===== src/hw/rtl/csvg_pkg.sv =====
// csvg_pkg: widths, register codes, cordic constants and the shared
// long-division step of the cone segment vertex generator.
// No dependencies; every other file of the block imports it.
package csvg_pkg;

	// field and register widths
	localparam int SEG_W       = 13;
	localparam int IDX_W       = 12;
	localparam int RAD_W       = 16;
	localparam int HGT_W       = 16;
	localparam int POS_W       = 17;
	localparam int TEXU_W      = 17;
	localparam int CFG_IDX_W   = 2;
	localparam int CFG_DATA_W  = 16;

	localparam int DEF_MAX_SEGMENTS = 4096;
	localparam int QUEUE_DEPTH      = 4;

	// phase and texture quotients, worked out over a run of divider stages
	localparam int PHASE_W       = 32;
	localparam int FRAC_W        = 16;
	localparam int DIV_STAGES    = 8;
	localparam int P_STEPS_PER   = PHASE_W / DIV_STAGES;
	localparam int U_STEPS_PER   = FRAC_W / DIV_STAGES;

	// cordic in Q2.30 with head room
	localparam int CW             = 33;
	localparam int CORDIC_STEPS   = 16;
	localparam int CORDIC_STAGES  = 8;
	localparam int CORDIC_PER     = CORDIC_STEPS / CORDIC_STAGES;
	localparam int PROD_W         = 48;

	localparam logic signed [CW-1:0] GAIN_INV    = 33'sd652032874;
	localparam logic [30:0]          HALF_PI_Q30 = 31'd1686629713;
	localparam logic [15:0]          POS_LIMIT   = 16'd65535;

	typedef enum logic [CFG_IDX_W-1:0] {
		REG_RADIUS   = 2'd0,
		REG_HEIGHT   = 2'd1,
		REG_SEGMENTS = 2'd2
	} cfg_reg_t;

	// settled configuration as the datapath sees it
	typedef struct packed {
		logic [RAD_W-1:0] radius;
		logic [HGT_W:0]   half;
		logic [SEG_W-1:0] n;
	} csvg_cfg_t;

	typedef struct packed {
		logic [SEG_W-1:0] r;
		logic             q;
	} div_res_t;

	// one restoring division step, remainder stays below n
	function automatic div_res_t div_step(input logic [SEG_W-1:0] r, input logic b,
			input logic [SEG_W-1:0] n);
		div_res_t    res;
		logic [SEG_W:0] t;
		t = {r, b};
		if (t >= {1'b0, n}) begin
			res.q = 1'b1;
			res.r = SEG_W'(t - {1'b0, n});
		end else begin
			res.q = 1'b0;
			res.r = t[SEG_W-1:0];
		end
		return res;
	endfunction

	// arctangent of 2^-k in Q2.30
	function automatic logic signed [CW-1:0] atan_q30(input int k);
		logic signed [CW-1:0] a;
		case (k)
			0:  a = 33'sd843314857;
			1:  a = 33'sd497837830;
			2:  a = 33'sd263043837;
			3:  a = 33'sd133525159;
			4:  a = 33'sd67021687;
			5:  a = 33'sd33543516;
			6:  a = 33'sd16775850;
			7:  a = 33'sd8388437;
			8:  a = 33'sd4194283;
			9:  a = 33'sd2097149;
			10: a = 33'sd1048576;
			11: a = 33'sd524288;
			12: a = 33'sd262144;
			13: a = 33'sd131072;
			14: a = 33'sd65536;
			default: a = 33'sd32768;
		endcase
		return a;
	endfunction

endpackage


===== src/hw/rtl/csvg_queue.sv =====
// csvg_queue: short register fifo of clamped segment indices between
// front and back. Uses csvg_pkg for its default width and depth.
module csvg_queue import csvg_pkg::*; #(
	parameter int W     = IDX_W,
	parameter int DEPTH = QUEUE_DEPTH
) (
	input  logic         clk,
	input  logic         arst_n,
	input  logic         push,
	input  logic [W-1:0] push_data,
	output logic         full,
	input  logic         pop,
	output logic         valid,
	output logic [W-1:0] data
);

	localparam int PTR_W = (DEPTH > 1) ? $clog2(DEPTH) : 1;
	localparam int CNT_W = $clog2(DEPTH + 1);

	logic [W-1:0]     mem_q [DEPTH];
	logic [PTR_W-1:0] wr_q, rd_q;
	logic [CNT_W-1:0] cnt_q;

	assign full  = (cnt_q == CNT_W'(DEPTH));
	assign valid = (cnt_q != '0);
	assign data  = mem_q[rd_q];

	// pointers and fill count
	always_ff @(posedge clk or negedge arst_n) begin
		if (!arst_n) begin
			wr_q  <= '0;
			rd_q  <= '0;
			cnt_q <= '0;
		end else begin
			if (push) begin
				wr_q <= (wr_q == PTR_W'(DEPTH - 1)) ? '0 : wr_q + 1'b1;
			end
			if (pop) begin
				rd_q <= (rd_q == PTR_W'(DEPTH - 1)) ? '0 : rd_q + 1'b1;
			end
			if (push && !pop) begin
				cnt_q <= cnt_q + 1'b1;
			end else if (pop && !push) begin
				cnt_q <= cnt_q - 1'b1;
			end
		end
	end

	// storage
	always_ff @(posedge clk) begin
		if (push) begin
			mem_q[wr_q] <= push_data;
		end
	end

endmodule


===== config.mk =====
export PLATFORM = sky130hd
export DESIGN_NAME = csvg_queue
export DESIGN_NICKNAME = d
export VERILOG_FILES = /design/src/hw/rtl/csvg_pkg.sv /design/src/hw/rtl/csvg_queue.sv
export SDC_FILE = /design/constraint.sdc
export NUM_CORES = 1
export LEC_CHECK = 0
export BUFFER_PORTS_ARGS = -buffer_cell sky130_fd_sc_hd__buf_2
export CORE_MARGIN = 1.5
export CORE_UTILIZATION = 55
export CTS_BUF_LIST = sky130_fd_sc_hd__clkbuf_16
export CTS_CLUSTER_SIZE = 8
export DETAILED_ROUTE_END_ITERATION = 7
export GPL_TIMING_DRIVEN = 0
export HOLD_SLACK_MARGIN = 0.15
export PLACE_DENSITY = 0.77
export RECOVER_POWER = 50
export REMOVE_ABC_BUFFERS = 1
export SLEW_MARGIN = 20
export SYNTH_ARGS = -nofsm -noshare
export SYNTH_HDL_FRONTEND = slang
export SYNTH_SLANG_ARGS = --single-unit

===== constraint.sdc =====
create_clock -name clk -period 3.27 [get_ports clk]
set_clock_uncertainty 0.2 [all_clocks]
set_input_delay 0.327 -clock clk [delete_from_list [all_inputs] [get_ports clk]]
set_output_delay 0.327 -clock clk [all_outputs]
set_load 0.1 [all_outputs]

Yosys cells after proc, flatten, opt, wreduce, memory -nomap -nowiden
Memories as Yosys holds them, arrays and structs flattened. Cells that the tools add are included.

Input port bits: 16. Register bits: 7. Bits in writable memories: 48. Logic and storage cells: 23. Memories kept: 1. Output and inout port bits: 14.

Equality and inequality tests: 3. Multiplexer cells: 6. Add/sub/neg operators: 4. Reductions and logical operators: 6.

Memory list: mem_q (words 4, bits a word 12, read ports 1, clocked after memory_dff 0, wr ports 1, line csvg_queue.sv:20) `logic [W-1:0] mem_q [DEPTH];`.

Operators by type and width (count): 2-to-1 mux 3 bit (2); adder 2 x 1 -> 2 bit (second input constant) (2); equality test 2 bit (second input constant) (2); 2-to-1 mux 2 bit (2); adder 3 x 1 -> 3 bit (second input constant) (1); equality test 3 bit (second input constant) (1); nonzero test 3 bit (1); subtractor 3 x 1 -> 3 bit (second input constant) (1); logical AND 1 bit (2); logical NOT 1 bit (2); 2-to-1 mux 1 bit (2); nonzero test 2 bit (1).

Logic depth before layout (Yosys ltp)
Depth in word-level cells: 4. Depth in mapped cells: 7.

Worst setup path after synthesis
No wires, ideal clock.

Path type: register to output. Start point: register cnt_q[0]. End point: output port full. Path slack: 96 ps. Data arrival time: 2647 ps. Cell stages (with the launch flop): 2. Path buffers: 0. Cells stage by stage: dfrtp_1 > nor3b_1.

Word-level cells in the longest chain between the ends: 1.

RTL lines: from (decl) (line csvg_queue.sv:22) `logic [CNT_W-1:0] cnt_q;`; from (signal assigned) (line csvg_queue.sv:42) `cnt_q <= cnt_q + 1'b1;`; from (signal assigned) (line csvg_queue.sv:44) `cnt_q <= cnt_q - 1'b1;`; equality test 3 bit (line csvg_queue.sv:24) `assign full = (cnt_q == CNT_W'(DEPTH));`; to (decl) (line csvg_queue.sv:11) `output logic full,`.

No other way between the ends.

Final worst setup path
Start point: register rd_q[0]. End point: output port data[11].

Word-level cells in the longest chain between the ends: 1.

RTL lines: from (decl) (line csvg_queue.sv:21) `logic [PTR_W-1:0] wr_q, rd_q;`; from (signal assigned) (line csvg_queue.sv:39) `rd_q <= (rd_q == PTR_W'(DEPTH - 1)) ? '0 : rd_q + 1'b1;`; memory read (4 x 12 bit); to (decl) (line csvg_queue.sv:14) `output logic [W-1:0] data`.

No other way between the ends.

==> out/metrics.yaml <==
floorplanning:
  core_area_um2: 3720
  rows: 22
  die_area_um2: 4340
  die_w_um: 65.9
  io-pin-count: 30
  die_y_um: 65.9
  initial_core_util_pct: 58.5
clock_tree:
  htreeDepth: 2
  numClockSinks: 55
  clk_pin_slew_ns: 0.06
  cts_made_buffers: 5
  ctsResizeCount: 0
  clockBufferDepth: 2
  cts_tree: "done"
  root_buffer: "clkbuf_16"
  worstSkewPairLatency_ns: 0.28
logic_synthesis:
  yosys.area_share.adder_pct: 4.37
  synth_xor_area_share_pct: 1.21
  yosysTopAreaCell: "edfxtp_1"
  ys.flop_type: "edfxtp_1"
  syn_area_per_cell_um2: 21.7
  yosysWarnings: 0
  ys_ff_latch: 55
  synth_area_um2: 2170
  yosysTopAreaCellShare_pct: 66.3
  ys_seq_area_share_pct: 74.3
  synth_common_cells: "edfxtp_1 (48), mux4_2 (8), dfrtp_1 (7)"
  synth_cells: 100
  synthSimpleGateAreaFrac_pct: 2.70
  yosysUniqueCellTypes: 21
  synthMuxAreaShare_pct: 14.2
  synth_top_family_by_area: "multiplexers"
  synth_edf_count: 48
  synth-async-reset-ratio_pct: 12.7
  synth_compound_area_share_pct: 0.863
  synth_most_common_cell: "edfxtp_1"
  synthTopCellsByArea: "edfxtp_1 (66%), mux4_2 (8.3%), dfrtp_1 (8.1%)"
setup_path:
  rr_endpoint: "mem_q[1][2]$_DFFE_PP_"
  reg2reg_slack_ns: 1.35
  cp-end-kind: "primary output"
  r2r_cells: 3
  crit-reg2reg-launch: "wr_q[1]$_DFFE_PN0P_"
  start_kind: "register"
  worstPathArrival_ns: 2.12
  path_max_fanout: 15
  worstSetupPathType: "reg2out"
  cp.required_ns: 2.74
place:
  port_buffers: 29
  hpwl_um: 2130
  place_congestion: 0.677
routing:
  drc: 0
  drt_iter0_drc: 52
  num_vias: 1051
  ant_nets: 0
  post_drt_wl_per_cell_um: 17.0
  drtPass1Iterations: 4
  via_per_inst: 5.34
  wirelength_um: 3360
timing:
  report.final.setup_viol: 0
  finalHoldViolCount: 0
  fin_tns_setup_ns: 0
  tightestPinTransition_ns: 0.874
  rsz0062_at_grt: "false"
  min_period_ns: 2.65
  max_slew_margin_pct: 41.7
  fin_crit_sh_pct: 80.9
  drv_slew: 0
  fmax_mhz: 378
global_routing:
  grt_use_total_pct: 18.1
  grt_max_degree: 18
  grt_overflow: 0
  antenna_found_initial: 0
  grt_pass1_vias: 1123
  grt_first_pass_wirelength_um: 5450
hold_path:
  hp-class: "in2async"
layout:
  area_growth_pct: 21.5
  final_core_util_pct: 71.1
  diodes: 0
  seq_area_um2: 1620
  fillers: 240
  multi_input_area_um2: 507
  final_nets: 171
  drive_gt1_share_pct: 22.1
status:
  status: "completed"
flow_run:
  max_cap_violations: 0
## registers in the layout, indices dropped and copies added, names as in the netlist
signal  flops
wr_q        2
cnt_q       3
mem_q      48
rd_q        2
## cell usage in the layout, fill, tap and decap left out, drive strengths merged
cell type | Yosys | routed
inv | 4 | 5
nand2 | 2 | 2
mux4 | 12 | 12
fa | 1 | 1
ha | 6 | 6
xor2 | 2 | 2
buf | 3 | 15
bufinv | 0 | 1
or3 | 1 | 1
nor2 | 2 | 2
o21ai | 2 | 2
xnor2 | 1 | 1
nor3 | 1 | 1
clkinvlp | 0 | 1
edfxtp | 48 | 48
and2 | 4 | 4
clkbuf | 0 | 19
dlygate4sd3 | 0 | 15
nor3b | 1 | 1
a21o | 1 | 1
mux2 | 2 | 2
dfrtp | 7 | 7
## layout make-up
type	instances	area share, %
Sequential cell	55	61.2
Multi-Input combinational cell	38	19.2
Timing Repair Buffer	44	10.5
Clock buffer	5	4.73
Tap cell	48	2.27
Clock inverter	3	1.56
Inverter	4	0.568
## stage by stage
step           area (um^2)  setup slack [ns]  instances  hold slack [ns]
2_1_floorplan         2140            0.0958         97           -0.169
3_3_place_gp          2340             0.886        174          -0.0370
3_5_place_dp          2340             0.883        174          -0.0380
4_1_cts               2660             0.571        197            0.191
5_1_grt               2640             0.460        197            0.293
6_report              2640             0.624        197            0.258
## cells by family (layout without fill, tap and decap cells)
kind of cell | count (synthesis) | in the layout
DFF | 55 | 55
AOI/OAI and AO/OA | 3 | 3
buffers and inverters | 7 | 56
xor gates and xnor gates | 3 | 3
muxes | 14 | 14
adders and majority gates | 7 | 7
and+or+nand+nor | 11 | 11
## worst max path at each step
stage | startpoint | end | slack [ns]
6_report | rd_q[0]$_DFFE_PN0P_ | data[11] | 0.62
5_1_grt | rd_q[0]$_DFFE_PN0P_ | data[11] | 0.46
4_1_cts | rd_q[0]$_DFFE_PN0P_ | data[11] | 0.57
3_5_place_dp | rd_q[0]$_DFFE_PN0P_ | data[11] | 0.88
3_3_place_gp | rd_q[0]$_DFFE_PN0P_ | data[11] | 0.89
2_1_floorplan | cnt_q[0]$_DFFE_PN0P_ | full | 0.1
## per-layer routing
| layer | global-route usage, % | routed length [um] |
|---|---|---|
| met5 | 0 | 0 |
| met4 | 4.95 | 31 |
| met1 | 21.0 | 1300 |
| met2 | 33.3 | 1860 |
| met3 | 4.26 | 161 |
## what timing repair did
item | CTS | global route
hold buffers | 15 | 0
setup buffers | 0 | 0
endpoints found under the hold margin | 58 | 0
## worst max-delay path, cell delays in order (launching register included)
cell and delay, ns:
dfrtp_1 0.85, mux4_1 0.66, buf_2 0.31
Power is left out: the tool's default activity adds up to more than one toggle a clock period on the data nets, which glitch-free logic cannot reach.
