[config.mk]
export PLATFORM = sky130hd
export DESIGN_NAME = csvg_front_flat
export DESIGN_NICKNAME = d
export VERILOG_FILES = /design/src/hw/rtl/csvg_pkg.sv /design/src/hw/rtl/csvg_if.sv /design/src/hw/rtl/csvg_front.sv /design/src/flat_wrapper.sv
export SDC_FILE = /design/constraint.sdc
export NUM_CORES = 1
export LEC_CHECK = 0
export BUFFER_PORTS_ARGS = -buffer_cell sky130_fd_sc_hd__buf_2
export CAP_MARGIN = 20
export CORE_MARGIN = 3
export CORE_UTILIZATION = 36
export DETAILED_ROUTE_END_ITERATION = 12
export GPL_TIMING_DRIVEN = 0
export PLACE_DENSITY = 0.86
export REMOVE_ABC_BUFFERS = 1
export SYNTH_ARGS = -nofsm -noshare
export SYNTH_HDL_FRONTEND = slang
export SYNTH_SLANG_ARGS = --single-unit
[constraint.sdc]
create_clock -name vclk -period 3.2
set_clock_uncertainty 0.1 [all_clocks]
set_input_delay 0.48 -clock vclk [all_inputs]
set_output_delay 0.48 -clock vclk [all_outputs]
set_load 0.05 [all_outputs]
[src/hw/rtl/csvg_pkg.sv]
// csvg_pkg: widths, register codes, cordic constants and the shared
// long-division step of the cone segment vertex generator.
// No dependencies; every other file of the block imports it.
package csvg_pkg;

	// field and register widths
	localparam int SEG_W       = 13;
	localparam int IDX_W       = 12;
	localparam int RAD_W       = 16;
	localparam int HGT_W       = 16;
	localparam int POS_W       = 17;
	localparam int TEXU_W      = 17;
	localparam int CFG_IDX_W   = 2;
	localparam int CFG_DATA_W  = 16;

	localparam int DEF_MAX_SEGMENTS = 4096;
	localparam int QUEUE_DEPTH      = 4;

	// phase and texture quotients, worked out over a run of divider stages
	localparam int PHASE_W       = 32;
	localparam int FRAC_W        = 16;
	localparam int DIV_STAGES    = 8;
	localparam int P_STEPS_PER   = PHASE_W / DIV_STAGES;
	localparam int U_STEPS_PER   = FRAC_W / DIV_STAGES;

	// cordic in Q2.30 with head room
	localparam int CW             = 33;
	localparam int CORDIC_STEPS   = 16;
	localparam int CORDIC_STAGES  = 8;
	localparam int CORDIC_PER     = CORDIC_STEPS / CORDIC_STAGES;
	localparam int PROD_W         = 48;

	localparam logic signed [CW-1:0] GAIN_INV    = 33'sd652032874;
	localparam logic [30:0]          HALF_PI_Q30 = 31'd1686629713;
	localparam logic [15:0]          POS_LIMIT   = 16'd65535;

	typedef enum logic [CFG_IDX_W-1:0] {
		REG_RADIUS   = 2'd0,
		REG_HEIGHT   = 2'd1,
		REG_SEGMENTS = 2'd2
	} cfg_reg_t;

	// settled configuration as the datapath sees it
	typedef struct packed {
		logic [RAD_W-1:0] radius;
		logic [HGT_W:0]   half;
		logic [SEG_W-1:0] n;
	} csvg_cfg_t;

	typedef struct packed {
		logic [SEG_W-1:0] r;
		logic             q;
	} div_res_t;

	// one restoring division step, remainder stays below n
	function automatic div_res_t div_step(input logic [SEG_W-1:0] r, input logic b,
			input logic [SEG_W-1:0] n);
		div_res_t    res;
		logic [SEG_W:0] t;
		t = {r, b};
		if (t >= {1'b0, n}) begin
			res.q = 1'b1;
			res.r = SEG_W'(t - {1'b0, n});
		end else begin
			res.q = 1'b0;
			res.r = t[SEG_W-1:0];
		end
		return res;
	endfunction

	// arctangent of 2^-k in Q2.30
	function automatic logic signed [CW-1:0] atan_q30(input int k);
		logic signed [CW-1:0] a;
		case (k)
			0:  a = 33'sd843314857;
			1:  a = 33'sd497837830;
			2:  a = 33'sd263043837;
			3:  a = 33'sd133525159;
			4:  a = 33'sd67021687;
			5:  a = 33'sd33543516;
			6:  a = 33'sd16775850;
			7:  a = 33'sd8388437;
			8:  a = 33'sd4194283;
			9:  a = 33'sd2097149;
			10: a = 33'sd1048576;
			11: a = 33'sd524288;
			12: a = 33'sd262144;
			13: a = 33'sd131072;
			14: a = 33'sd65536;
			default: a = 33'sd32768;
		endcase
		return a;
	endfunction

endpackage

[src/hw/rtl/csvg_if.sv]
// csvg_if: valid/ready channels of the cone segment vertex generator,
// one for segment words in, one for vertex words out. Uses csvg_pkg.
interface csvg_seg_if import csvg_pkg::*; ();
	logic             valid;
	logic             ready;
	logic [IDX_W-1:0] segment_index;

	modport source(output valid, output segment_index, input ready);
	modport sink(input valid, input segment_index, output ready);
endinterface


[src/hw/rtl/csvg_front.sv]
// csvg_front: takes segment words, clamps the index to the segment count
// and pushes it into the item queue. Uses csvg_pkg and csvg_if.
module csvg_front import csvg_pkg::*; (
	csvg_seg_if.sink          seg_in,
	input  csvg_cfg_t         cfg,
	input  logic              q_full,
	output logic              push,
	output logic [IDX_W-1:0]  push_idx
);

	// accept while the queue has room
	assign seg_in.ready = !q_full;
	assign push         = seg_in.valid && !q_full;

	// out of range index becomes the last segment
	always_comb begin
		if ({1'b0, seg_in.segment_index} >= cfg.n) begin
			push_idx = IDX_W'(cfg.n - 1'b1);
		end else begin
			push_idx = seg_in.segment_index;
		end
	end

endmodule

[src/flat_wrapper.sv]
// flat-port wrapper written by rule: the top's interface ports become plain ports
module csvg_front_flat import csvg_pkg::*;
  (cfg, q_full, push, push_idx, seg_in_valid, seg_in_segment_index, seg_in_ready);
  csvg_seg_if seg_in_i ();
  input  csvg_cfg_t cfg;
  input  logic q_full;
  output logic push;
  output logic [IDX_W-1:0] push_idx;
  input wire logic [$bits(seg_in_i.valid)-1:0] seg_in_valid;
  input wire logic [$bits(seg_in_i.segment_index)-1:0] seg_in_segment_index;
  output wire logic [$bits(seg_in_i.ready)-1:0] seg_in_ready;
  assign seg_in_i.valid = seg_in_valid;
  assign seg_in_i.segment_index = seg_in_segment_index;
  assign seg_in_ready = seg_in_i.ready;
  csvg_front u_core (.seg_in(seg_in_i), .cfg(cfg), .q_full(q_full), .push(push), .push_idx(push_idx));
endmodule
Word-level counts from Yosys, hierarchy flattened
Index checks and enable logic that the tools add are counted.
{"block": "totals", "ff_bits": 0, "inputBits": 60, "word_cells": 5}
{"block": "classes", "add_sub_neg": 1, "n_lt_le_gt_ge": 1, "muxes": 1, "n_reduce_logical": 2}
{"operator": "$ge 12x13->1", "count": 1}
{"operator": "$mux 12", "count": 1}
{"operator": "$sub 12x1->12 const B", "count": 1}
{"operator": "$logic_and 1x1->1", "count": 1}
{"operator": "$logic_not 1->1", "count": 1}

Depth between registers and ports, before layout
Gate-level depths: netlist of the first run.
{"block": "depth", "ltp_word": 2, "ltp_mapped": 8}

Worst setup path after synthesis of the first run
No wires, ideal clock.
{"block": "synth_timing", "path_kind": "input -> output", "start": "in cfg[3] (netlist bit)", "end": "out push_idx[0]", "t_arrival_ns": 2.515, "t_required_ns": 2.620, "setup_slack_ns": 0.105, "path_stages": 8, "path_buffers": 1, "path_cell_list": "inv_1 > ha_1 > a21oi_1 > a21boi_0 > o311ai_0 > o211ai_1 > buf_2 > mux2i_1"}
{"block": "synth_between", "elab_chain_cells": 2}
{"element": "start: declaration", "line_no": "flat_wrapper.sv:5", "text": "input csvg_cfg_t cfg;"}
{"element": "$ge 12x13->1", "line_no": "csvg_front.sv:17", "text": "if ({1'b0, seg_in.segment_index} >= cfg.n) begin"}
{"element": "$mux 12", "line_no": "csvg_front.sv:17"}
{"element": "end: declaration", "line_no": "flat_wrapper.sv:8", "text": "output logic [IDX_W-1:0] push_idx;"}
No other way between the ends.

Worst setup path after layout of the first run
{"block": "layout_timing", "start": "in cfg[3] (netlist bit)", "end": "out push_idx[10]"}
{"block": "layout_between", "elab_chain_cells": 2, "word_cells_on_any_way": 3}
{"element": "$sub 12x1->12 / $ge 12x13->1 (equally long branches)", "line_no": "csvg_front.sv:18, csvg_front.sv:17"}
{"element": "$mux 12 *", "line_no": "csvg_front.sv:17"}
Mark *: on every way between the ends. The rest lies on a longest branch, timed or not.

==> metrics.txt, run 1 <==
# TYPE chip_impl_metric gauge
chip_impl_metric{name="final_layout_size_suffix_gt1_frac",unit=""} 0.452
chip_impl_metric{name="grt_remaining_overflow",unit=""} 0
chip_impl_metric{name="setup_slack",unit="ps"} 155
chip_impl_metric{name="cts-resized-gates",unit=""} 0
chip_impl_info{name="critical_path_class",value="in -> out"} 1
chip_impl_metric{name="yosys.cell_types.count",unit=""} 26
chip_impl_metric{name="achievable-frequency",unit="MHz"} 328
chip_impl_metric{name="fillerInstances",unit=""} 148
chip_impl_metric{name="gp_routability_congestion",unit=""} 0.799
chip_impl_info{name="synth_most_common_cell",value="sky130_fd_sc_hd__inv_1"} 1
chip_impl_metric{name="ant_nets",unit=""} 0
chip_impl_metric{name="whs",unit="ps"} 1170
chip_impl_metric{name="dieArea",unit="mm2"} 0.00234
chip_impl_info{name="top_signal_layer_used",value="met4"} 1
chip_impl_metric{name="synthesis.area",unit="um2"} 646
chip_impl_metric{name="multiInputGateArea",unit="um2"} 581
chip_impl_metric{name="die_width",unit="um"} 48.4
chip_impl_metric{name="vdd_drop_max",unit="uV"} 93.3
chip_impl_metric{name="synth_top_area_frac",unit=""} 0.252
chip_impl_metric{name="portion_of_the_clock_cycle_consumed_by_the_worst_path_in_the_final_layout",unit=""} 0.952
chip_impl_info{name="crit_path_start",value="cfg[3]"} 1
chip_impl_metric{name="critPathRequiredTime",unit="ps"} 2620
chip_impl_metric{name="drt_pass_1_iters",unit=""} 4
chip_impl_metric{name="number_of_global_route_vias_before_repair",unit=""} 750
chip_impl_info{name="worstPathCellList",value="buf_2 > inv_1 > ha_1 > a21oi_1 > a21boi_0 > o311ai_0 > o211ai_1 > buf_4 > mux2_4 > buf_2"} 1
chip_impl_info{name="critPathCaptureType",value="output pin"} 1
chip_impl_metric{name="antennaDiodeCount",unit=""} 0
chip_impl_metric{name="port_buffers",unit=""} 41
chip_impl_metric{name="flops_and_latches",unit=""} 0
chip_impl_metric{name="grt_start_max_net_pins",unit=""} 9
chip_impl_info{name="ys_top_cells_by_area",value="sky130_fd_sc_hd__ha_1 25%, sky130_fd_sc_hd__mux2_2 16%, sky130_fd_sc_hd__xnor2_1 11%"} 1
chip_impl_metric{name="postCtsHoldBufs",unit=""} 0
chip_impl_metric{name="hpwl",unit="um"} 1530
chip_impl_metric{name="sequential_area_share_after_synthesis",unit=""} 0
chip_impl_info{name="hold_path.class",value="in -> out"} 1
chip_impl_metric{name="setup_slack_at_placement",unit="ps"} 42.4
chip_impl_metric{name="ff_latch_area",unit="um2"} 0
chip_impl_info{name="status",value="completed"} 1
chip_impl_info{name="yosys.area.top_type",value="sky130_fd_sc_hd__ha_1"} 1
chip_impl_metric{name="period_needed",unit="ps"} 3050
chip_impl_metric{name="worst-endpoint-arrival",unit="ps"} 2470
chip_impl_metric{name="groute.usage.overall",unit=""} 0.143
chip_impl_metric{name="path_max_fanout",unit=""} 3
chip_impl_info{name="grt_setup_unrepaired",value="false"} 1
chip_impl_info{name="timing.critical_path.to",value="push_idx[10]"} 1
chip_impl_metric{name="detailedRoute.firstIterationViolations",unit=""} 4
chip_impl_info{name="timing.critical_path.mode_cell",value="sky130_fd_sc_hd__buf_2"} 1
chip_impl_metric{name="global_route_wire_length_before_repair",unit="um"} 2900
chip_impl_metric{name="routed_wirelength",unit="um"} 1720
chip_impl_metric{name="detail_route.drc_violations",unit=""} 0
chip_impl_metric{name="syn_area_per_cell",unit="um2"} 7.78
chip_impl_info{name="ys_top_cells_by_count",value="16 x sky130_fd_sc_hd__inv_1, 13 x sky130_fd_sc_hd__ha_1, 9 x sky130_fd_sc_hd__mux2_2"} 1
chip_impl_metric{name="design.core.area",unit="mm2"} 0.00159
chip_impl_metric{name="grt_antenna_before_repair",unit=""} 0
chip_impl_metric{name="post_layout_nets",unit=""} 201
chip_impl_metric{name="synthToLayoutAreaGrowth",unit="%"} 39.7
chip_impl_metric{name="wl_met3",unit="um"} 100
chip_impl_metric{name="floorplan.die.height",unit="um"} 48.4
chip_impl_metric{name="cap_viol_max_count",unit=""} 0
chip_impl_metric{name="timing.final.hold_violations",unit=""} 0
chip_impl_metric{name="power_density",unit="mW/mm2"} 195
chip_impl_metric{name="avgViaCountPerCell",unit=""} 4.82
chip_impl_metric{name="wirelength_met1",unit="um"} 701
chip_impl_metric{name="report.final.setup_viol",unit=""} 0
chip_impl_info{name="critPathLaunchType",value="input port"} 1
chip_impl_metric{name="yosys_warnings",unit=""} 0
chip_impl_metric{name="max_stage_delay",unit="ps"} 360
chip_impl_info{name="timing.critical_path.slowest_stage_cell",value="sky130_fd_sc_hd__o311ai_0"} 1
chip_impl_metric{name="slew_headroom",unit=""} 0.694
chip_impl_metric{name="wl_per_cell",unit="um"} 11.5
chip_impl_metric{name="routed-via-count",unit=""} 723
chip_impl_metric{name="routed-wl-met2",unit="um"} 891
chip_impl_metric{name="floorplan.initialDensity",unit=""} 0.405
chip_impl_metric{name="io_pins",unit=""} 74
chip_impl_metric{name="leakage_power_summed_over_all_cells",unit="nW"} 0.492
chip_impl_metric{name="number_of_rows_in_the_core_area",unit=""} 14
chip_impl_metric{name="report.final.slew_viol_count",unit=""} 0
chip_impl_metric{name="transition_time_at_the_pin_with_the_least_slew_margin",unit="ps"} 455
chip_impl_metric{name="syn_inst",unit=""} 83
chip_impl_metric{name="final.clkbuf_count",unit=""} 0
critical path: cells and delay by family:
family          cells  cell delay [ps]
compound gates      4              820
fa+ha+maj           1              310
buf+inv             4              570
mux                 1              280
what timing repair did:
item,in CTS,in global routing
setup buffers,0,2
endpoints found under the setup margin,0,8
endpoints found under the hold margin,0,0
metrics by stage:
step / std cells / power, mW / util / area, um2 / setup TNS, ps
finish: 150 / 0.176 / 0.566 / 902 / 0
global route: 150 / 0.193 / 0.566 / 902 / 0
CTS: 148 / 0.174 / 0.557 / 887 / 0
detailed placement: 148 / 0.173 / 0.557 / 887 / 0
global placement: 147 / 0.166 / 0.549 / 876 / -837
floorplan: 82 / 0.122 / - / 641 / -71.2
routing by layer:
layer  vias to the layer above  global-route usage
met5                         -                   0
met4                         0              0.0284
met3                         4              0.0123
met2                        26               0.291
met1                       311               0.157
li1                        382                   -
cell families (layout without fill, tap and decap cells):
group,Yosys count,after routing,share of synthesized area
AND/OR/NAND/NOR,21,21,0.207
buffers and inverters,17,60,0.101
AO/OA/AOI/OAI,11,11,0.107
adder cells (fa/ha/maj),13,13,0.252
multiplexers,12,12,0.211
XOR/XNOR,9,9,0.122
cells in the final DEF (no fill, tap or decap), types with 2 or more instances in the layout:
| cell type | n |
|---|---|
| sky130_fd_sc_hd__a21oi_1 | 4 |
| sky130_fd_sc_hd__buf_2 | 41 |
| sky130_fd_sc_hd__buf_4 | 2 |
| sky130_fd_sc_hd__ha_1 | 13 |
| sky130_fd_sc_hd__inv_1 | 16 |
| sky130_fd_sc_hd__mux2_2 | 9 |
| sky130_fd_sc_hd__mux2i_1 | 2 |
| sky130_fd_sc_hd__nand2_1 | 4 |
| sky130_fd_sc_hd__nand4_1 | 3 |
| sky130_fd_sc_hd__nor2_1 | 5 |
| sky130_fd_sc_hd__nor3_1 | 2 |
| sky130_fd_sc_hd__o21ai_0 | 2 |
| sky130_fd_sc_hd__xnor2_1 | 8 |
final cells by class:
class                      count  share of cell area
inverter                      16              0.0666
timing repair buffer          44               0.257
tap                           24              0.0333
multi-input combinational     66               0.644
where the power goes:
group	internal [mW]	switching, mW	leakage, nW
logic	0.0639	0.112	0.492
clock network	0	0	0
registers	0	0	0
total	0.0639	0.112	0.492
worst min path at each step:
stage	startpoint	to	slack (ps)	cells after the start
global placement	q_full	seg_in_ready	1170	3
detailed placement	q_full	seg_in_ready	1170	3
global route	q_full	push	1190	3
floorplan	q_full	push	1030	1
finish	q_full	seg_in_ready	1170	3
CTS	q_full	seg_in_ready	1180	3
No activity file was read; power rests on OpenSTA's default activity.
==> run 2, diff against run 1 <==
SETUP_SLACK_MARGIN = 0.5   (was not set)
==> metrics.txt, run 2 (synthesized netlist as in run 1, its figures left out) <==
# TYPE chip_impl_metric gauge
chip_impl_metric{name="power_density",unit="mW/mm2"} 208
chip_impl_metric{name="global_route_wire_length_before_repair",unit="um"} 3800
chip_impl_metric{name="critPathRequiredTime",unit="ps"} 2620
chip_impl_metric{name="number_of_rows_in_the_core_area",unit=""} 14
chip_impl_metric{name="achievable-frequency",unit="MHz"} 350
chip_impl_metric{name="drt_pass_1_iters",unit=""} 4
chip_impl_metric{name="path_max_fanout",unit=""} 8
chip_impl_metric{name="ff_latch_area",unit="um2"} 0
chip_impl_metric{name="report.final.setup_viol",unit=""} 0
chip_impl_info{name="final_cell_mix",value="22 x sky130_fd_sc_hd__buf_2, 12 x sky130_fd_sc_hd__buf_4, 11 x sky130_fd_sc_hd__buf_8, 10 x sky130_fd_sc_hd__mux2_4"} 1
chip_impl_metric{name="final_layout_size_suffix_gt1_frac",unit=""} 0.634
chip_impl_metric{name="port_buffers",unit=""} 41
chip_impl_metric{name="period_needed",unit="ps"} 2860
chip_impl_metric{name="stdcell_area",unit="mm2"} 0.00124
chip_impl_metric{name="slew_headroom",unit=""} 0.667
chip_impl_info{name="critPathCaptureType",value="output pin"} 1
chip_impl_info{name="hold_path.class",value="in -> out"} 1
chip_impl_metric{name="fillerInstances",unit=""} 100
chip_impl_info{name="status",value="completed"} 1
chip_impl_info{name="hold_path_startpoint",value="q_full"} 1
chip_impl_metric{name="routed_wirelength",unit="um"} 2490
chip_impl_metric{name="floorplan.initialDensity",unit=""} 0.405
chip_impl_metric{name="setup_slack",unit="ps"} 344
chip_impl_metric{name="postCtsHoldBufs",unit=""} 0
chip_impl_metric{name="final.clkbuf_count",unit=""} 0
chip_impl_metric{name="groute.usage.overall",unit=""} 0.197
chip_impl_metric{name="setup_slack_at_placement",unit="ps"} 42.4
chip_impl_metric{name="worst-endpoint-arrival",unit="ps"} 2280
chip_impl_info{name="mostFrequentLayoutCell",value="sky130_fd_sc_hd__buf_2"} 1
chip_impl_metric{name="cap_viol_max_count",unit=""} 0
chip_impl_metric{name="wl_per_cell",unit="um"} 16.0
chip_impl_metric{name="ant_nets",unit=""} 0
chip_impl_metric{name="postLayoutCoreUtil",unit=""} 0.777
chip_impl_metric{name="detailed_place.area",unit="um2"} 887
chip_impl_info{name="critical_path_class",value="in -> out"} 1
chip_impl_metric{name="whs",unit="ps"} 1170
chip_impl_metric{name="number_of_global_route_vias_before_repair",unit=""} 860
chip_impl_info{name="grt_setup_unrepaired",value="true"} 1
chip_impl_metric{name="design.core.area",unit="mm2"} 0.00159
chip_impl_metric{name="gp_routability_congestion",unit=""} 0.799
chip_impl_metric{name="max_stage_delay",unit="ps"} 320
chip_impl_metric{name="hpwl",unit="um"} 1530
chip_impl_metric{name="grt_antenna_before_repair",unit=""} 0
chip_impl_metric{name="transition_time_at_the_pin_with_the_least_slew_margin",unit="ps"} 495
chip_impl_metric{name="die_width",unit="um"} 48.4
chip_impl_metric{name="routed-via-count",unit=""} 804
chip_impl_metric{name="flops_and_latches",unit=""} 0
chip_impl_metric{name="post_layout_nets",unit=""} 206
chip_impl_metric{name="synthToLayoutAreaGrowth",unit="%"} 91.9
chip_impl_metric{name="report.final.slew_viol_count",unit=""} 0
chip_impl_info{name="crit_path_start",value="cfg[4]"} 1
chip_impl_metric{name="vdd_drop_max",unit="uV"} 155
chip_impl_metric{name="detailedRoute.firstIterationViolations",unit=""} 9
chip_impl_metric{name="avgViaCountPerCell",unit=""} 5.19
chip_impl_metric{name="grt_start_max_net_pins",unit=""} 9
chip_impl_metric{name="floorplan.die.height",unit="um"} 48.4
chip_impl_metric{name="detail_route.drc_violations",unit=""} 0
chip_impl_info{name="critPathLaunchType",value="input port"} 1
chip_impl_info{name="worstPathCellList",value="buf_4 > inv_2 > ha_4 > nand4_1 > nor2_1 > o311ai_1 > o211ai_1 > buf_6 > mux2_4 > buf_8"} 1
chip_impl_metric{name="leakage_power_summed_over_all_cells",unit="nW"} 0.595
chip_impl_metric{name="dieArea",unit="mm2"} 0.00234
chip_impl_info{name="timing.critical_path.slowest_stage_cell",value="sky130_fd_sc_hd__mux2_4"} 1
chip_impl_metric{name="grt_remaining_overflow",unit=""} 0
chip_impl_metric{name="io_pins",unit=""} 74
chip_impl_metric{name="portion_of_the_clock_cycle_consumed_by_the_worst_path_in_the_final_layout",unit=""} 0.893
chip_impl_metric{name="antennaDiodeCount",unit=""} 0
chip_impl_metric{name="timing.final.hold_violations",unit=""} 0
[run 2: cell types whose count changed in the layout (fill, tap and decap cells not counted), moves of 2 or more]
cell / change
sky130_fd_sc_hd__nand2_1: -2
sky130_fd_sc_hd__ha_4: +7
sky130_fd_sc_hd__mux2_4: +9
sky130_fd_sc_hd__buf_2: -19
sky130_fd_sc_hd__mux2_2: -9
sky130_fd_sc_hd__inv_1: -8
sky130_fd_sc_hd__nand2_2: +2
sky130_fd_sc_hd__inv_4: +4
sky130_fd_sc_hd__buf_8: +11
sky130_fd_sc_hd__buf_4: +10
sky130_fd_sc_hd__ha_1: -7
sky130_fd_sc_hd__inv_2: +3
sky130_fd_sc_hd__buf_6: +3
[run 2: power by group]
part	internal, mW	switching, mW
clock	0	0
sequential	0	0
combinational	0.118	0.139
[run 2: area by class of cell]
type,count,area [um2],area share
multi-input cells,66,723,0.584
repair buffers,49,410,0.331
inverters,16,75.1,0.0606
well taps,24,30.0,0.0242
[run 2: critical path: cells and delay by family]
family	cells	cell delay (ps)
AND/OR/NAND/NOR	2	190
buffers and inverters	4	560
adder cells (fa/ha/maj)	1	190
AO/OA/AOI/OAI	2	520
multiplexers	1	320
[run 2: per-layer routing]
layer / vias up / track usage / wire, um
li1: 392 / - / -
met1: 370 / 0.196 / 936
met2: 32 / 0.392 / 1340
met3: 10 / 0.0337 / 124
met4: 0 / 0.0900 / 87
met5: - / 0 / 0
[run 2: timing repair]
item / in CTS / in global routing
setup endpoints to repair: 12 / 12
buffers inserted: 5 / 2
gates resized for setup: 62 / 21
pin swaps: 7 / 6
[run 2: through the flow]
stage	setup TNS (ps)	total power, mW	instances
3_3_place_gp	-837	0.166	147
4_1_cts	0	0.232	153
6_report	0	0.257	155
5_1_grt	0	0.272	155
2_1_floorplan	-71.2	0.122	82
3_5_place_dp	0	0.173	148
[run 2: final timing paths]
path,end,slack (ps),cells after the start
setup / recovery,push_idx[4],340,10
hold / removal,seg_in_ready,1170,3
==> run 3, diff against run 2 <==
CORE_MARGIN = 2   (was 3)
==> metrics.txt, run 3 (synthesized netlist as in run 1, its figures left out) <==
# TYPE chip_impl_metric gauge
chip_impl_metric{name="ff_latch_area",unit="um2"} 0
chip_impl_info{name="timing.critical_path.max_delay_family",value="compound AO/OA/AOI/OAI gates"} 1
chip_impl_info{name="worstPathCellList",value="buf_8 > inv_6 > ha_4 > a21oi_2 > a21boi_1 > o311ai_2 > o211ai_1 > buf_4 > buf_6 > mux2_4 > buf_8"} 1
chip_impl_info{name="critPathCaptureType",value="output pin"} 1
chip_impl_metric{name="critPathRequiredTime",unit="ps"} 2620
chip_impl_metric{name="flops_and_latches",unit=""} 0
chip_impl_metric{name="port_buffers",unit=""} 41
chip_impl_info{name="timing.critical_path.mode_cell",value="sky130_fd_sc_hd__buf_8"} 1
chip_impl_metric{name="grt_start_max_net_pins",unit=""} 6
chip_impl_metric{name="timing.critical_path.buf_inv",unit=""} 5
chip_impl_metric{name="vdd_drop_max",unit="uV"} 160
chip_impl_metric{name="period_needed",unit="ps"} 2890
chip_impl_metric{name="setup_slack",unit="ps"} 308
chip_impl_info{name="mostFrequentLayoutCell",value="sky130_fd_sc_hd__buf_2"} 1
chip_impl_metric{name="avgViaCountPerCell",unit=""} 5.08
chip_impl_metric{name="design.core.area",unit="mm2"} 0.00171
chip_impl_metric{name="timing.hold.worst_path_depth",unit=""} 3
chip_impl_metric{name="synthToLayoutAreaGrowth",unit="%"} 103
chip_impl_metric{name="achievable-frequency",unit="MHz"} 346
chip_impl_metric{name="grt_remaining_overflow",unit=""} 0
chip_impl_metric{name="stdcell_area",unit="mm2"} 0.00131
chip_impl_metric{name="report.final.setup_viol",unit=""} 0
chip_impl_metric{name="antennaDiodeCount",unit=""} 0
chip_impl_metric{name="die_width",unit="um"} 46.4
chip_impl_metric{name="leakage_power_summed_over_all_cells",unit="nW"} 0.605
chip_impl_metric{name="ant_nets",unit=""} 0
chip_impl_metric{name="groute.usage.overall",unit=""} 0.214
chip_impl_info{name="critical_path_class",value="in -> out"} 1
chip_impl_metric{name="setup_slack_at_placement",unit="ps"} 107
chip_impl_metric{name="cap_viol_max_count",unit=""} 0
chip_impl_metric{name="detailed_place.area",unit="um2"} 885
chip_impl_info{name="critPathLaunchType",value="input port"} 1
chip_impl_metric{name="finish.cell_count_without_fillers",unit=""} 156
chip_impl_info{name="hold_path.class",value="in -> out"} 1
chip_impl_metric{name="routed-via-count",unit=""} 792
chip_impl_metric{name="floorplan.initialDensity",unit=""} 0.378
chip_impl_metric{name="final_layout_size_suffix_gt1_frac",unit=""} 0.672
chip_impl_metric{name="fin_tns_setup",unit="ps"} 0
chip_impl_metric{name="hpwl",unit="um"} 1510
chip_impl_metric{name="detail_route.drc_violations",unit=""} 0
chip_impl_metric{name="report.final.slew_viol_count",unit=""} 0
chip_impl_metric{name="dp_cells",unit=""} 149
chip_impl_metric{name="power_density",unit="mW/mm2"} 203
chip_impl_metric{name="max_stage_delay",unit="ps"} 310
chip_impl_metric{name="post_layout_nets",unit=""} 206
chip_impl_metric{name="dieArea",unit="mm2"} 0.00215
chip_impl_metric{name="fillerInstances",unit=""} 96
chip_impl_metric{name="gp_routability_congestion",unit=""} 0.709
chip_impl_metric{name="wl_per_cell",unit="um"} 15.5
chip_impl_info{name="final_cell_mix",value="21 x sky130_fd_sc_hd__buf_2, 12 x sky130_fd_sc_hd__buf_8, 9 x sky130_fd_sc_hd__mux2_4, 9 x sky130_fd_sc_hd__ha_4, 9 x sky130_fd_sc_hd__buf_4"} 1
chip_impl_metric{name="detailedRoute.firstIterationViolations",unit=""} 3
chip_impl_metric{name="number_of_global_route_vias_before_repair",unit=""} 809
chip_impl_info{name="grt_setup_unrepaired",value="true"} 1
chip_impl_metric{name="routed_wirelength",unit="um"} 2420
chip_impl_metric{name="floorplan.die.height",unit="um"} 46.4
chip_impl_metric{name="final.clkbuf_count",unit=""} 0
chip_impl_metric{name="worst-endpoint-arrival",unit="ps"} 2310
chip_impl_metric{name="io_pins",unit=""} 74
chip_impl_metric{name="number_of_rows_in_the_core_area",unit=""} 15
chip_impl_metric{name="timing.final.hold_violations",unit=""} 0
chip_impl_metric{name="global_route_wire_length_before_repair",unit="um"} 3360
chip_impl_info{name="status",value="completed"} 1
chip_impl_metric{name="portion_of_the_clock_cycle_consumed_by_the_worst_path_in_the_final_layout",unit=""} 0.904
chip_impl_metric{name="crit_cells",unit=""} 11
chip_impl_metric{name="grt_antenna_before_repair",unit=""} 0
chip_impl_info{name="timing.critical_path.slowest_stage_cell",value="sky130_fd_sc_hd__mux2_4"} 1
chip_impl_metric{name="slew_headroom",unit=""} 0.708
chip_impl_metric{name="path_max_fanout",unit=""} 5
chip_impl_metric{name="drt_pass_1_iters",unit=""} 4
chip_impl_metric{name="transition_time_at_the_pin_with_the_least_slew_margin",unit="ps"} 435
chip_impl_metric{name="postLayoutCoreUtil",unit=""} 0.769
run 3: repair_timing:
action,CTS,global route
hold endpoints to repair,0,0
resized for setup,57,45
pin swaps,9,14
hold buffers,0,0
setup endpoints to repair,12,12
buffers inserted,6,0
gates cloned,1,0
run 3: where the power goes:
group / switching, mW / leakage, nW / internal [mW]
clock network: 0 / 0 / 0
logic: 0.143 / 0.605 / 0.124
registers: 0 / 0 / 0
total: 0.143 / 0.605 / 0.124
run 3: metal layers:
layer	track usage	routed length (um)	share of wire
met5	0	0	0
met4	0.0857	69	0.029
met1	0.225	908	0.38
met2	0.431	1360	0.56
met3	0.00784	76	0.031
run 3: per-stage QoR:
step / hold WS, ps / power [mW]
global route: 1190 / 0.281
floorplan: 1030 / 0.122
finish: 1170 / 0.267
detailed placement: 1180 / 0.172
CTS: 1180 / 0.226
global placement: 1170 / 0.166
run 3: area by class of cell:
type	count	area, um2	share of cell area
timing repair buffer	49	432	0.329
inverter	16	75.1	0.0571
multi-input combinational	66	776	0.590
tap	25	31.3	0.0238
run 3: path summary, 6_finish.rpt:
check	start	slack, ps	to
worst min-delay path	q_full	1170	seg_in_ready
worst max-delay path	cfg[3]	310	push_idx[2]
